<file path="src/rtl/core/hsvrgb_pkg.sv">
`timescale 1ns / 1ps
// ----------------------------------------------------------------------------
// hsvrgb_pkg
// Shared widths and constants for the hsv to rgb converter and its
// channel arithmetic unit.
// ----------------------------------------------------------------------------
package hsvrgb_pkg;

    // field widths
    localparam int HUE_W    = 9;
    localparam int PCT_W    = 7;
    localparam int CH_W     = 8;
    localparam int K_W      = 6;
    localparam int REGION_W = 3;

    // datapath widths of the channel unit
    localparam int W_W      = 13;   // 6000 - s*k, up to 6000
    localparam int N_W      = 24;   // 17 * v * w, below 2^24
    localparam int MUL_A_W  = 24;
    localparam int MUL_B_W  = 17;
    localparam int PROD_W   = MUL_A_W + MUL_B_W;

    // hue and percent limits
    localparam logic [HUE_W-1:0] HUE_WRAP       = HUE_W'(360);
    localparam logic [PCT_W-1:0] PCT_FULL       = PCT_W'(100);
    localparam logic [K_W-1:0]   HUE_REGION_DEG = K_W'(60);

    // channel = floor(255*v*w / 600000) = floor(17*v*w / 40000)
    localparam logic [W_W-1:0]     W_FULL    = W_W'(6000);
    localparam logic [MUL_B_W-1:0] DIV_CONST = MUL_B_W'(40000);
    // floor(2^32 / 40000), the quotient estimate is low by at most one
    localparam logic [MUL_B_W-1:0] RECIP_M   = MUL_B_W'(107374);
    localparam int                 RECIP_SH  = 32;

    // start of each 60 degree hue region
    function automatic logic [HUE_W-1:0] region_base(input logic [REGION_W-1:0] region);
        logic [HUE_W-1:0] base;
        case (region)
            3'd0:    base = HUE_W'(0);
            3'd1:    base = HUE_W'(60);
            3'd2:    base = HUE_W'(120);
            3'd3:    base = HUE_W'(180);
            3'd4:    base = HUE_W'(240);
            default: base = HUE_W'(300);
        endcase
        return base;
    endfunction

endpackage

</file>
<file path="src/rtl/core/hsv_to_rgb_converter.sv">
`timescale 1ns / 1ps
// ----------------------------------------------------------------------------
// hsv_to_rgb_converter
// Converts hue, saturation and value to 8-bit red, green and blue.
// ----------------------------------------------------------------------------
// Usage:
//   Input channel in_valid/in_ready carries hue_deg, sat_pct, val_pct and
//   force_req. A request gives a result only when hue, saturation or value
//   differ from the last request that gave one, or force_req is set;
//   otherwise it is accepted and dropped.
//   Output channel out_valid/out_ready carries red, green and blue.
//   The four channel terms (v, p, q, t) are computed one after another on
//   a single shared multiplier, so a request with a result is finished
//   before the next one can be accepted.
//   in_ready is high only while the block is idle.
//   A finished result sits in the output register; when the receiver
//   stalls, the next request is accepted and computed, and it waits for
//   the output register to drain before it is posted.
//   Reset clears the last-seen hue, saturation and value to zero, so a
//   first request of all zeros without force gives no result.
// ----------------------------------------------------------------------------
module hsv_to_rgb_converter
    import hsvrgb_pkg::*;
(
    input  logic             clk,
    input  logic             rst_n,
    input  logic             in_valid,
    output logic             in_ready,
    input  logic [HUE_W-1:0] hue_deg,
    input  logic [PCT_W-1:0] sat_pct,
    input  logic [PCT_W-1:0] val_pct,
    input  logic             force_req,
    output logic             out_valid,
    input  logic             out_ready,
    output logic [CH_W-1:0]  red,
    output logic [CH_W-1:0]  green,
    output logic [CH_W-1:0]  blue
);

    localparam logic [1:0] ST_IDLE = 2'd0;
    localparam logic [1:0] ST_RUN  = 2'd1;
    localparam logic [1:0] ST_DONE = 2'd2;

    localparam logic [1:0] TERM_V = 2'd0;
    localparam logic [1:0] TERM_P = 2'd1;
    localparam logic [1:0] TERM_Q = 2'd2;
    localparam logic [1:0] TERM_T = 2'd3;

    logic [1:0]          state_reg;
    logic [1:0]          term_reg;
    logic                start_reg;
    logic                out_valid_reg;
    logic [HUE_W-1:0]    last_hue_reg;
    logic [PCT_W-1:0]    last_sat_reg;
    logic [PCT_W-1:0]    last_val_reg;
    logic [PCT_W-1:0]    s_reg;
    logic [PCT_W-1:0]    v_reg;
    logic [REGION_W-1:0] region_reg;
    logic [K_W-1:0]      rem_reg;
    logic [CH_W-1:0]     term_val_reg [0:3];
    logic [CH_W-1:0]     red_reg;
    logic [CH_W-1:0]     green_reg;
    logic [CH_W-1:0]     blue_reg;

    logic                accept;
    logic                changed;
    logic [HUE_W-1:0]    h;
    logic [REGION_W-1:0] region;
    logic [HUE_W-1:0]    base;
    logic [K_W-1:0]      k;
    logic                unit_done;
    logic [CH_W-1:0]     unit_chan;
    logic                out_free;
    logic [CH_W-1:0]     cv;
    logic [CH_W-1:0]     cp;
    logic [CH_W-1:0]     cq;
    logic [CH_W-1:0]     ct;

    assign in_ready = (state_reg == ST_IDLE);
    assign accept   = in_valid && in_ready;
    assign changed  = force_req || (hue_deg != last_hue_reg) ||
                      (sat_pct != last_sat_reg) || (val_pct != last_val_reg);
    assign out_free = !out_valid_reg || out_ready;

    // hue limit (360 and above read as 0) and region split
    assign h = (hue_deg >= HUE_WRAP) ? '0 : hue_deg;

    always_comb
    begin
        if (h >= HUE_W'(300))
            region = 3'd5;
        else if (h >= HUE_W'(240))
            region = 3'd4;
        else if (h >= HUE_W'(180))
            region = 3'd3;
        else if (h >= HUE_W'(120))
            region = 3'd2;
        else if (h >= HUE_W'(60))
            region = 3'd1;
        else
            region = 3'd0;
    end

    assign base = region_base(region);

    // hue weight for the term in progress
    always_comb
    begin
        case (term_reg)
            TERM_V:  k = '0;
            TERM_P:  k = HUE_REGION_DEG;
            TERM_Q:  k = rem_reg;
            default: k = HUE_REGION_DEG - rem_reg;
        endcase
    end

    hsvrgb_chan_unit u_chan
    (
        .clk   (clk),
        .rst_n (rst_n),
        .start (start_reg),
        .v     (v_reg),
        .s     (s_reg),
        .k     (k),
        .done  (unit_done),
        .chan  (unit_chan)
    );

    // request capture with clamping
    always_ff @(posedge clk)
    begin
        if (accept && changed)
        begin
            s_reg      <= (sat_pct > PCT_FULL) ? PCT_FULL : sat_pct;
            v_reg      <= (val_pct > PCT_FULL) ? PCT_FULL : val_pct;
            region_reg <= region;
            rem_reg    <= K_W'(h - base);
        end
        if (unit_done)
        begin
            term_val_reg[term_reg] <= unit_chan;
        end
    end

    // last emitted inputs for change detection
    always_ff @(posedge clk or negedge rst_n)
    begin
        if (!rst_n)
        begin
            last_hue_reg <= '0;
            last_sat_reg <= '0;
            last_val_reg <= '0;
        end
        else if (accept && changed)
        begin
            last_hue_reg <= hue_deg;
            last_sat_reg <= sat_pct;
            last_val_reg <= val_pct;
        end
    end

    // term sequencer
    always_ff @(posedge clk or negedge rst_n)
    begin
        if (!rst_n)
        begin
            state_reg <= ST_IDLE;
            term_reg  <= TERM_V;
            start_reg <= 1'b0;
        end
        else
        begin
            start_reg <= 1'b0;
            case (state_reg)
                ST_IDLE:
                begin
                    if (accept && changed)
                    begin
                        state_reg <= ST_RUN;
                        term_reg  <= TERM_V;
                        start_reg <= 1'b1;
                    end
                end
                ST_RUN:
                begin
                    if (unit_done)
                    begin
                        if (term_reg == TERM_T)
                        begin
                            state_reg <= ST_DONE;
                        end
                        else
                        begin
                            term_reg  <= term_reg + 2'd1;
                            start_reg <= 1'b1;
                        end
                    end
                end
                ST_DONE:
                begin
                    if (out_free)
                        state_reg <= ST_IDLE;
                end
                default:
                begin
                    state_reg <= ST_IDLE;
                end
            endcase
        end
    end

    // map terms to channels by hue region
    assign cv = term_val_reg[TERM_V];
    assign cp = term_val_reg[TERM_P];
    assign cq = term_val_reg[TERM_Q];
    assign ct = term_val_reg[TERM_T];

    always_ff @(posedge clk)
    begin
        if (state_reg == ST_DONE && out_free)
        begin
            case (region_reg)
                3'd0:    begin red_reg <= cv; green_reg <= ct; blue_reg <= cp; end
                3'd1:    begin red_reg <= cq; green_reg <= cv; blue_reg <= cp; end
                3'd2:    begin red_reg <= cp; green_reg <= cv; blue_reg <= ct; end
                3'd3:    begin red_reg <= cp; green_reg <= cq; blue_reg <= cv; end
                3'd4:    begin red_reg <= ct; green_reg <= cp; blue_reg <= cv; end
                default: begin red_reg <= cv; green_reg <= cp; blue_reg <= cq; end
            endcase
        end
    end

    // output valid
    always_ff @(posedge clk or negedge rst_n)
    begin
        if (!rst_n)
        begin
            out_valid_reg <= 1'b0;
        end
        else if (state_reg == ST_DONE && out_free)
        begin
            out_valid_reg <= 1'b1;
        end
        else if (out_ready)
        begin
            out_valid_reg <= 1'b0;
        end
    end

    assign out_valid = out_valid_reg;
    assign red       = red_reg;
    assign green     = green_reg;
    assign blue      = blue_reg;

endmodule

</file>
<file path="src/rtl/core/hsvrgb_chan_unit.sv">
`timescale 1ns / 1ps
// ----------------------------------------------------------------------------
// hsvrgb_chan_unit
// Computes one 8-bit channel floor(255*v*(6000 - s*k)/600000) with a single
// shared multiplier stepped by a small sequencer: s*k, v*w, reciprocal
// estimate of the quotient, back-multiply and one correction step.
// ----------------------------------------------------------------------------
module hsvrgb_chan_unit
    import hsvrgb_pkg::*;
(
    input  logic             clk,
    input  logic             rst_n,
    input  logic             start,
    input  logic [PCT_W-1:0] v,
    input  logic [PCT_W-1:0] s,
    input  logic [K_W-1:0]   k,
    output logic             done,
    output logic [CH_W-1:0]  chan
);

    localparam logic [2:0] ST_IDLE = 3'd0;
    localparam logic [2:0] ST_SK   = 3'd1;
    localparam logic [2:0] ST_VW   = 3'd2;
    localparam logic [2:0] ST_RC   = 3'd3;
    localparam logic [2:0] ST_FX   = 3'd4;
    localparam logic [2:0] ST_CR   = 3'd5;

    logic [2:0]         step_reg;
    logic [PCT_W-1:0]   v_reg;
    logic [PCT_W-1:0]   s_reg;
    logic [K_W-1:0]     k_reg;
    logic [N_W-1:0]     n_reg;
    logic [CH_W-1:0]    q0_reg;
    logic [PROD_W-1:0]  prod_reg;

    logic [MUL_A_W-1:0] mul_a;
    logic [MUL_B_W-1:0] mul_b;
    logic [W_W-1:0]     w;
    logic [N_W-1:0]     n;
    logic [N_W-1:0]     rem;

    // intermediate terms from the last product
    assign w   = W_FULL - prod_reg[W_W-1:0];
    assign n   = {prod_reg[N_W-5:0], 4'b0000} + N_W'(prod_reg[N_W-5:0]);
    assign rem = n_reg - prod_reg[N_W-1:0];

    // operand select for the shared multiplier
    always_comb
    begin
        case (step_reg)
            ST_SK:
            begin
                mul_a = MUL_A_W'(s_reg);
                mul_b = MUL_B_W'(k_reg);
            end
            ST_VW:
            begin
                mul_a = MUL_A_W'(v_reg);
                mul_b = MUL_B_W'(w);
            end
            ST_RC:
            begin
                mul_a = MUL_A_W'(n);
                mul_b = RECIP_M;
            end
            ST_FX:
            begin
                // quotient estimate straight from the reciprocal product
                mul_a = MUL_A_W'(prod_reg[RECIP_SH+CH_W-1:RECIP_SH]);
                mul_b = DIV_CONST;
            end
            default:
            begin
                mul_a = '0;
                mul_b = '0;
            end
        endcase
    end

    // shared multiplier with registered product
    always_ff @(posedge clk)
    begin
        prod_reg <= PROD_W'(mul_a) * PROD_W'(mul_b);
    end

    // operand and intermediate registers
    always_ff @(posedge clk)
    begin
        if (step_reg == ST_IDLE && start)
        begin
            v_reg <= v;
            s_reg <= s;
            k_reg <= k;
        end
        if (step_reg == ST_RC)
        begin
            n_reg <= n;
        end
        if (step_reg == ST_FX)
        begin
            q0_reg <= prod_reg[RECIP_SH+CH_W-1:RECIP_SH];
        end
    end

    // step sequencer
    always_ff @(posedge clk or negedge rst_n)
    begin
        if (!rst_n)
        begin
            step_reg <= ST_IDLE;
        end
        else
        begin
            case (step_reg)
                ST_IDLE: if (start) step_reg <= ST_SK;
                ST_SK:   step_reg <= ST_VW;
                ST_VW:   step_reg <= ST_RC;
                ST_RC:   step_reg <= ST_FX;
                ST_FX:   step_reg <= ST_CR;
                default: step_reg <= ST_IDLE;
            endcase
        end
    end

    // correct the low estimate by one where the remainder is still too large
    assign done = (step_reg == ST_CR);
    assign chan = q0_reg + CH_W'(rem >= N_W'(DIV_CONST));

endmodule
</file>
<file path="config.mk">
export PLATFORM = sky130hd
export DESIGN_NAME = hsv_to_rgb_converter
export DESIGN_NICKNAME = d
export VERILOG_FILES = /design/src/rtl/core/hsvrgb_pkg.sv /design/src/rtl/core/hsv_to_rgb_converter.sv /design/src/rtl/core/hsvrgb_chan_unit.sv
export SDC_FILE = /design/constraint.sdc
export NUM_CORES = 1
export LEC_CHECK = 0
export BUFFER_PORTS_ARGS = -buffer_cell sky130_fd_sc_hd__buf_2
export CAP_MARGIN = 30
export CORE_ASPECT_RATIO = 1.5
export CORE_UTILIZATION = 30
export CTS_BUF_LIST = sky130_fd_sc_hd__clkbuf_4
export DETAILED_ROUTE_END_ITERATION = 7
export RECOVER_POWER = 50
export SYNTH_ARGS = -nofsm -noshare
export SYNTH_HDL_FRONTEND = slang
export SYNTH_SLANG_ARGS = --single-unit
</file>
<file path="constraint.sdc">
create_clock -name clk -period 15.2 [get_ports clk]
set_input_delay 3.04 -clock clk [delete_from_list [all_inputs] [get_ports clk]]
set_output_delay 3.04 -clock clk [all_outputs]
set_load 0.02 [all_outputs]
</file>
==> flow_summary.yaml, run 1 <==
run_status:
  status: "complete, but fails checks"
  violations: "design-rule violations, max-capacitance violations, max-slew violations"
synthesis:
  syn-cell-area_um2: 22100
  yosysTopAreaCell: "fa_1"
  yosysWarnings: 0
  ys_seq_area_frac: 0.243
  synth_ff_type: "edfxtp_1"
  synth.avg_cell_area_um2: 9.67
  synth-async-reset-ratio: 0.164
  ys_types: 85
  synth_cells: 2284
  post-synth-top-area-fraction: 0.278
  ys_ff_latch: 195
  synthTopCellsByArea: "fa_1 28%, edfxtp_1 18%, ha_1 10%"
  synth-edff-count: 131
timing:
  skew_ns: 0.0408
  timing.final.hold_violations: 0
  rsz0062_at_grt: "false"
  worst_pin_slew_ns: 2.82
  fin_tns_setup_ns: 0
  maxSlewHeadroom: -0.883
  drv_slew: 134
  fin_crit_ns: 10.15
  fmax_mhz: 98.5
  period_share: 0.668
  finalSetupViolations: 0
clock_tree:
  clock_latency_ns: 0.66
  cts.sinks: 195
  clk_pin_slew_ns: 0.21
  cts.htree.levels: 4
  clockBufferDepth: 2
  postCtsHoldBufs: 0
  cts_buffers: 17
  postCtsSetupBuffers: 0
  cts.repair.resized: 0
  cts_tree: "yes"
  cts_root_buffer: "clkbuf_4"
floorplan:
  die-height_um: 334
  row_count: 121
  die_area_um2: 74700
  die_width_um: 224
  io_pins: 54
  initial_core_util: 0.304
  core_area_um2: 72700
placed_design:
  dp.final_hpwl_um: 43900
  gp_congestion: 0.925
  place.port_buffers: 53
drt:
  drt_pass1_iterations: 8
  wl_um: 52000
  num_vias: 15300
  ant_nets: 0
  drt_iter0_drc: 570
  avgViaCountPerCell: 4.57
  wl_per_cell_um: 15.6
  drcViolationCount: 1
setup_path:
  cp_data_arrival_time_ns: 10.75
  slowest_delay_ns: 1.98
  crit_path_top_delay_cell: "clkbuf_1"
  worstPathMaxFanout: 66
  r2r_setup_slack_ns: 5.05
  critical_path_class: "reg -> reg"
  end_kind: "flip-flop"
  path_buf_inv: 7
  crit_top_cell: "fa_1"
  critPathRequiredTime_ns: 15.80
  critPathTopFamily: "adder cells"
  startpoint_type: "flip-flop"
global_routing:
  antenna_found_initial: 1
  grt_pass1_wl_um: 85800
  grt_max_degree: 67
  grt-ovfl-total: 0
  grt_pass1_vias: 16300
  grtUsageTotal: 0.148
finish:
  layout_common_cells: "510 x inv_1, 307 x fa_1, 216 x nand2_1"
  ff_latch_area_um2: 5380
  fillers: 7474
  final_layout_size_suffix_gt1_frac: 0.0542
  syn2layout_area_growth_pct: 8.71
  nets: 2924
  final_common_cell: "inv_1"
  multi_input_area_um2: 14800
job:
  max_cap_viol_count: 3
hold_path:
  hp-class: "reg -> reg"
-- cell usage after synthesis, types with 4 or more instances --
master and n:
a32oi_1 5, and4_1 4, fa_1 307, o21ai_0 71, nand3_1 24, edfxtp_1 131
o21ai_1 4, nand4_1 5, nor2b_1 36, xor2_1 46, o31ai_1 6, dfrtp_1 32
o21bai_1 7, nand2b_1 16, a211oi_1 19, nor3b_1 6, mux2i_1 29, o211ai_1 6
nor3_1 19, xnor2_1 49, a31oi_1 9, mux2_2 13, dfxtp_1 32, or2_2 16
buf_1 6, and2_1 69, a21o_1 31, nand2_1 216, a211o_1 4, clkbuf_1 58
nor2_1 119, o21a_1 14, a21oi_1 82, and3_1 11, nor4_1 7, a22oi_1 7
inv_1 511, ha_1 183
-- worst paths after layout --
check | from | end | cells past startpoint
worst max-delay path | u_chan.step_reg[2] | u_chan.prod_reg[38] | 25
worst min-delay path | s_reg[3] | u_chan.s_reg[3] | 0
worst max register to register | u_chan.step_reg[2] | u_chan.prod_reg[38] | 25
worst min register to register | s_reg[3] | u_chan.s_reg[3] | 0
max in group asynchronous | rst_n | u_chan.step_reg[1] | 1
min in group asynchronous | rst_n | last_val_reg[1] | 1
-- cell type report --
cell class              count  share of cell area
multi-input cells        1605               0.618
flip-flops and latches    195               0.224
inverters                 513              0.0803
well taps                 922              0.0481
repair buffers             74              0.0155
clock inverters            15             0.00876
clock buffers              17             0.00532
diodes                      1            0.000104
-- layer usage --
metal / up-vias / GRT usage / part of all wire
met1: 7527 / 0.149 / 0.35
met5: - / 0 / 0
met2: 243 / 0.288 / 0.55
met4: 0 / 0.0901 / 0.067
met3: 119 / 0.0172 / 0.025
li1: 7370 / - / -
-- cell families (layout without fill, tap and decap cells) --
group	after synthesis	after routing	share of synthesized area
buffers and inverters	581	619	0.0990
AND/OR/NAND/NOR	563	563	0.121
adder cells (fa/ha/maj)	491	491	0.382
AO/OA/AOI/OAI	312	312	0.0937
flip-flops	195	195	0.243
XOR/XNOR	98	98	0.0404
multiplexers	42	42	0.0198
other	2	100	0.000340
-- worst register-to-register path, stage by stage (launching register included) --
cell      delay (ns)
dfrtp_1         0.72
nor2b_1         0.51
nand2_1         0.24
clkinv_2        0.08
clkbuf_1        1.98
nand2_1         1.00
inv_1           0.24
fa_1            0.49
inv_1           0.11
fa_1            0.43
fa_1            0.52
inv_1           0.05
fa_1            0.48
fa_1            0.57
inv_1           0.06
fa_1            0.54
inv_1           0.06
ha_1            0.32
o21a_1          0.14
nor2_1          0.05
nor4_1          0.61
nand2_1         0.11
o31ai_1         0.23
a21oi_1         0.14
o21ai_0         0.25
xor2_1          0.17
-- metrics by stage --
step                area [um2]  utilization  setup WS [ns]  hold slack [ns]  std cells
floorplan                22400            -           7.94            0.400       2381
global placement         23800        0.327           6.93            0.407       3308
detailed placement       23800        0.327           6.84            0.405       3309
CTS                      24100        0.332           6.80            0.446       3341
global route             24000        0.330           4.34            0.456       3342
finish                   24000        0.330           5.05            0.435       3342
Power of run 1 is left out: the tool's default activity adds up to more than one toggle a clock period on the data nets, which glitch-free logic cannot reach.
==> inputs of run 2 (changes only) <==
Clock period 15.2 ns to 9.8 ns, I/O delays scaled along.
==> run 2 against run 1 <==
Net effect: fmax is 19% higher; cell count increased by 0.12%; non-clock buffer count is 3 higher; via count rose by 0.19%; utilization increased by 0.084 points; critical path type unchanged; sequential cell count did not move; the run ends with max-capacitance violations, max-slew violations left; global-route usage increased by 0.37 points; critical endpoint is now u_chan.prod_reg[39].
==> flow_summary.yaml, run 2 (synthesis gave the netlist of run 1 again) <==
clock_tree:
  cts_root_buffer: "clkbuf_4"
  cts.repair.resized: 0
  clockBufferDepth: 2
  postCtsHoldBufs: 0
  cts.sinks: 195
  clk_pin_slew_ns: 0.19
  cts_tree: "yes"
  cts_buffers: 17
  cts.htree.levels: 4
  clock_latency_ns: 0.67
  postCtsSetupBuffers: 0
timing:
  fin_tns_setup_ns: 0
  fmax_mhz: 117
  drv_slew: 67
  maxSlewHeadroom: -0.257
  rsz0062_at_grt: "false"
  skew_ns: 0.0391
  period_share: 0.869
  timing.final.hold_violations: 0
  finalSetupViolations: 0
  fin_crit_ns: 8.52
  worst_pin_slew_ns: 1.89
drt:
  avgViaCountPerCell: 4.57
  drt_pass1_iterations: 7
  wl_um: 53000
  wl_per_cell_um: 15.8
  num_vias: 15300
  drt_iter0_drc: 720
  ant_nets: 0
  drcViolationCount: 0
floorplan:
  core_area_um2: 72700
  io_pins: 54
  die_width_um: 224
  initial_core_util: 0.304
  row_count: 121
  die_area_um2: 74700
  die-height_um: 334
finish:
  fillers: 7502
  syn2layout_area_growth_pct: 8.99
  layout_common_cells: "510 x inv_1, 307 x fa_1, 216 x nand2_1"
  final_layout_size_suffix_gt1_frac: 0.0582
  final_common_cell: "inv_1"
  nets: 2927
run_status:
  violations: "max-capacitance violations, max-slew violations"
  status: "complete, but fails checks"
global_routing:
  grtUsageTotal: 0.152
  grt_pass1_wl_um: 87400
  grt-ovfl-total: 0
  grt_pass1_vias: 16600
  antenna_found_initial: 2
  grt_max_degree: 60
setup_path:
  cp_data_arrival_time_ns: 9.13
  critical_path_class: "reg -> reg"
  worstPathMaxFanout: 28
  end_kind: "flip-flop"
  startpoint_type: "flip-flop"
  critPathRequiredTime_ns: 10.41
placed_design:
  dp.final_hpwl_um: 44800
  place.port_buffers: 53
  gp_congestion: 0.941
hold_path:
  hp-class: "reg -> reg"
job:
  max_cap_viol_count: 2
[run 2: critical path: stages, from the launching register on]
cell and delay (ns):
dfrtp_1 0.90, nor3b_1 1.00, buf_4 0.37, a21o_1 0.22, or2_2 0.26, nand2_1 0.12
fa_1 0.54, inv_1 0.05, fa_1 0.50, inv_1 0.05, fa_1 0.48, inv_1 0.06
fa_1 0.53, fa_1 0.57, inv_1 0.06, fa_1 0.53, inv_1 0.06, ha_1 0.36
a21oi_1 0.15, nor2_1 0.06, a211oi_1 0.29, a2bb2oi_1 0.29, o311ai_2 0.21, a21oi_2 0.27
o21ai_2 0.11, a221oi_2 0.28, xnor2_1 0.16
[run 2: layout make-up]
class	instances	area [um2]	area share
antenna	2	5.00	0.000208
timing repair buffer	77	409	0.0170
tap	922	1150	0.0479
clock inverter	14	180	0.00749
clock buffer	18	135	0.00562
sequential	195	5380	0.223
multi-input combinational	1605	14900	0.618
inverter	513	1930	0.0801
[run 2: per-layer routing]
layer,wire length (um),part of all wire,track usage
met5,0,0,0
met4,3580,0.067,0.0960
met3,1050,0.020,0.0141
met2,29300,0.55,0.295
met1,19100,0.36,0.154
[run 2: stage by stage]
step / hold slack (ns) / cell area [um2] / worst slack [ns] / instances / util
4_1_cts: 0.422 / 24100 / 1.38 / 3344 / 0.332
3_5_place_dp: 0.405 / 23800 / 1.40 / 3312 / 0.328
6_report: 0.418 / 24100 / 1.28 / 3346 / 0.331
3_3_place_gp: 0.403 / 23800 / 1.48 / 3311 / 0.327
2_1_floorplan: 0.400 / 22400 / 2.54 / 2381 / -
5_1_grt: 0.425 / 24100 / 0.731 / 3346 / 0.331
[run 2: final timing paths]
check / startpoint / to / slack [ns] / cells after the start
worst max-delay path: u_chan.step_reg[2] / u_chan.prod_reg[39] / 1.28 / 26
worst min-delay path: v_reg[4] / u_chan.v_reg[4] / 0.42 / 0
worst max register to register: u_chan.step_reg[2] / u_chan.prod_reg[39] / 1.28 / 26
worst min register to register: v_reg[4] / u_chan.v_reg[4] / 0.42 / 0
max in group asynchronous: rst_n / term_reg[1] / 6.92 / 1
min in group asynchronous: rst_n / last_hue_reg[8] / 1.78 / 1
Power of run 2 is left out for the same reason.
==> inputs of run 3 (changes only) <==
Settings changed: ABC_CLOCK_PERIOD_IN_PS from default to 9800, CTS_CLUSTER_DIAMETER from default to 120, GPL_TIMING_DRIVEN from default to 0.
==> run 3 against run 2 <==
Net effect: the run still ends with max-capacitance violations, max-slew violations left; hold slack better by 0.025 ns; worst setup slack got worse by 0.63 ns; via count up 1.3%; sequential share of layout area shrank 0.10 points; register-to-register slack worse by 0.63 ns; fmax shrank 6.9%; sequential cell count stayed put; global-route usage grew 0.098 points; non-clock buffer count rose by 45; utilization up 0.15 points; die area unchanged; critical endpoint is now u_chan.prod_reg[38]; largest cell class unchanged.
==> flow_summary.yaml, run 3 (synthesis gave the netlist of run 1 again) <==
setup_path:
  critical_path_class: "reg -> reg"
  crit_path_top_delay_cell: "xor2_1"
  regToRegEndpoint: "u_chan.prod_reg[38]"
  startpoint_type: "flip-flop"
  cp_data_arrival_time_ns: 9.68
  slowest_delay_ns: 0.57
  worstReg2RegStart: "u_chan.prod_reg[0]"
  critPathRequiredTime_ns: 10.33
  end_kind: "flip-flop"
  worstPathMaxFanout: 7
  r2r_setup_slack_ns: 0.65
  r2r_cells: 31
floorplan:
  die_area_um2: 74700
  core_area_um2: 72700
  row_count: 121
  die_width_um: 224
  io_pins: 54
  die-height_um: 334
  initial_core_util: 0.304
global_routing:
  grt_pass1_vias: 16800
  grt_pass1_wl_um: 88500
  antenna_found_initial: 1
  grt_max_degree: 34
  grtUsageTotal: 0.153
  grt-ovfl-total: 0
clock_tree:
  cts.repair.resized: 0
  postCtsHoldBufs: 0
  clockBufferDepth: 2
  cts_tree: "yes"
  clock_latency_ns: 0.66
  cts.htree.levels: 4
  cts_root_buffer: "clkbuf_4"
  postCtsSetupBuffers: 0
  clk_pin_slew_ns: 0.21
  cts.sinks: 195
  cts_buffers: 17
placed_design:
  dp.final_hpwl_um: 45700
  dp.cells: 3357
  gp_congestion: 0.903
  place.port_buffers: 50
run_status:
  violations: "max-capacitance violations, max-slew violations"
  status: "complete, but fails checks"
finish:
  final_layout_size_suffix_gt1_frac: 0.0531
  final_common_cell: "inv_1"
  layout_common_cells: "511 x inv_1, 307 x fa_1, 216 x nand2_1"
  instances_no_fill: 3390
  nets: 2972
  utilization: 0.333
  syn2layout_area_growth_pct: 9.50
timing:
  maxSlewHeadroom: -0.279
  drv_slew: 33
  finalSetupViolations: 0
  fin_tns_setup_ns: 0
  worst_pin_slew_ns: 1.92
  period_share: 0.934
  fin_crit_ns: 9.15
  timing.final.hold_violations: 0
  rsz0062_at_grt: "false"
  skew_ns: 0.0403
  fmax_mhz: 109
hold_path:
  hp-class: "reg -> reg"
  holdPathStages: 0
  hp-start: "v_reg[3]"
  hold_end: "u_chan.v_reg[3]"
job:
  max_cap_viol_count: 1
drt:
  num_vias: 15500
  drcViolationCount: 0
  ant_nets: 0
  drt_pass1_iterations: 5
  drt_iter0_drc: 690
  wl_per_cell_um: 15.9
  avgViaCountPerCell: 4.57
  wl_um: 53800
run 3: how the worst max path moves through the flow:
stage                        from                  end  depth (start not counted)
6_report       u_chan.prod_reg[0]  u_chan.prod_reg[38]                         31
5_1_grt        u_chan.prod_reg[0]  u_chan.prod_reg[38]                         31
4_1_cts        u_chan.prod_reg[0]  u_chan.prod_reg[38]                         31
3_5_place_dp   u_chan.prod_reg[0]  u_chan.prod_reg[38]                         31
3_3_place_gp   u_chan.step_reg[2]  u_chan.prod_reg[38]                         26
2_1_floorplan  u_chan.prod_reg[0]  u_chan.prod_reg[38]                         31
run 3: critical path: cells and delay by family (launching register included):
kind | cells | cell delay (ns)
XOR/XNOR | 2 | 0.96
flip-flops | 1 | 0.48
adder cells (fa/ha/maj) | 9 | 4.10
AND/OR/NAND/NOR | 4 | 1.00
AO/OA/AOI/OAI | 8 | 1.60
buffers and inverters | 8 | 0.89
run 3: cell type report:
type                    count  area (um2)
fillers                  7556       48500
multi-input cells        1605       14900
flip-flops and latches    195        5380
inverters                 513        1930
well taps                 922        1150
plain buffers              68         262
repair buffers             54         255
clock inverters            14         189
clock buffers              18         135
diodes                      1        2.50
run 3: per-stage QoR:
stage / worst slack [ns] / hold slack, ns / cell area (um2)
after floorplan: 2.54 / 0.400 / 22400
after global routing: 0.172 / 0.435 / 24200
after detailed placement: 0.731 / 0.405 / 23900
after global placement: 0.0904 / 0.404 / 23800
after CTS: 0.693 / 0.428 / 24200
final: 0.649 / 0.442 / 24200
run 3: layer usage:
metal | wire, um | up-vias | share of wire | track usage
li1 | - | 7467 | - | -
met1 | 19400 | 7699 | 0.36 | 0.154
met2 | 30500 | 229 | 0.57 | 0.302
met3 | 968 | 94 | 0.018 | 0.0149
met4 | 2910 | 0 | 0.054 | 0.0864
met5 | 0 | - | 0 | 0
Power of run 3 is left out for the same reason.
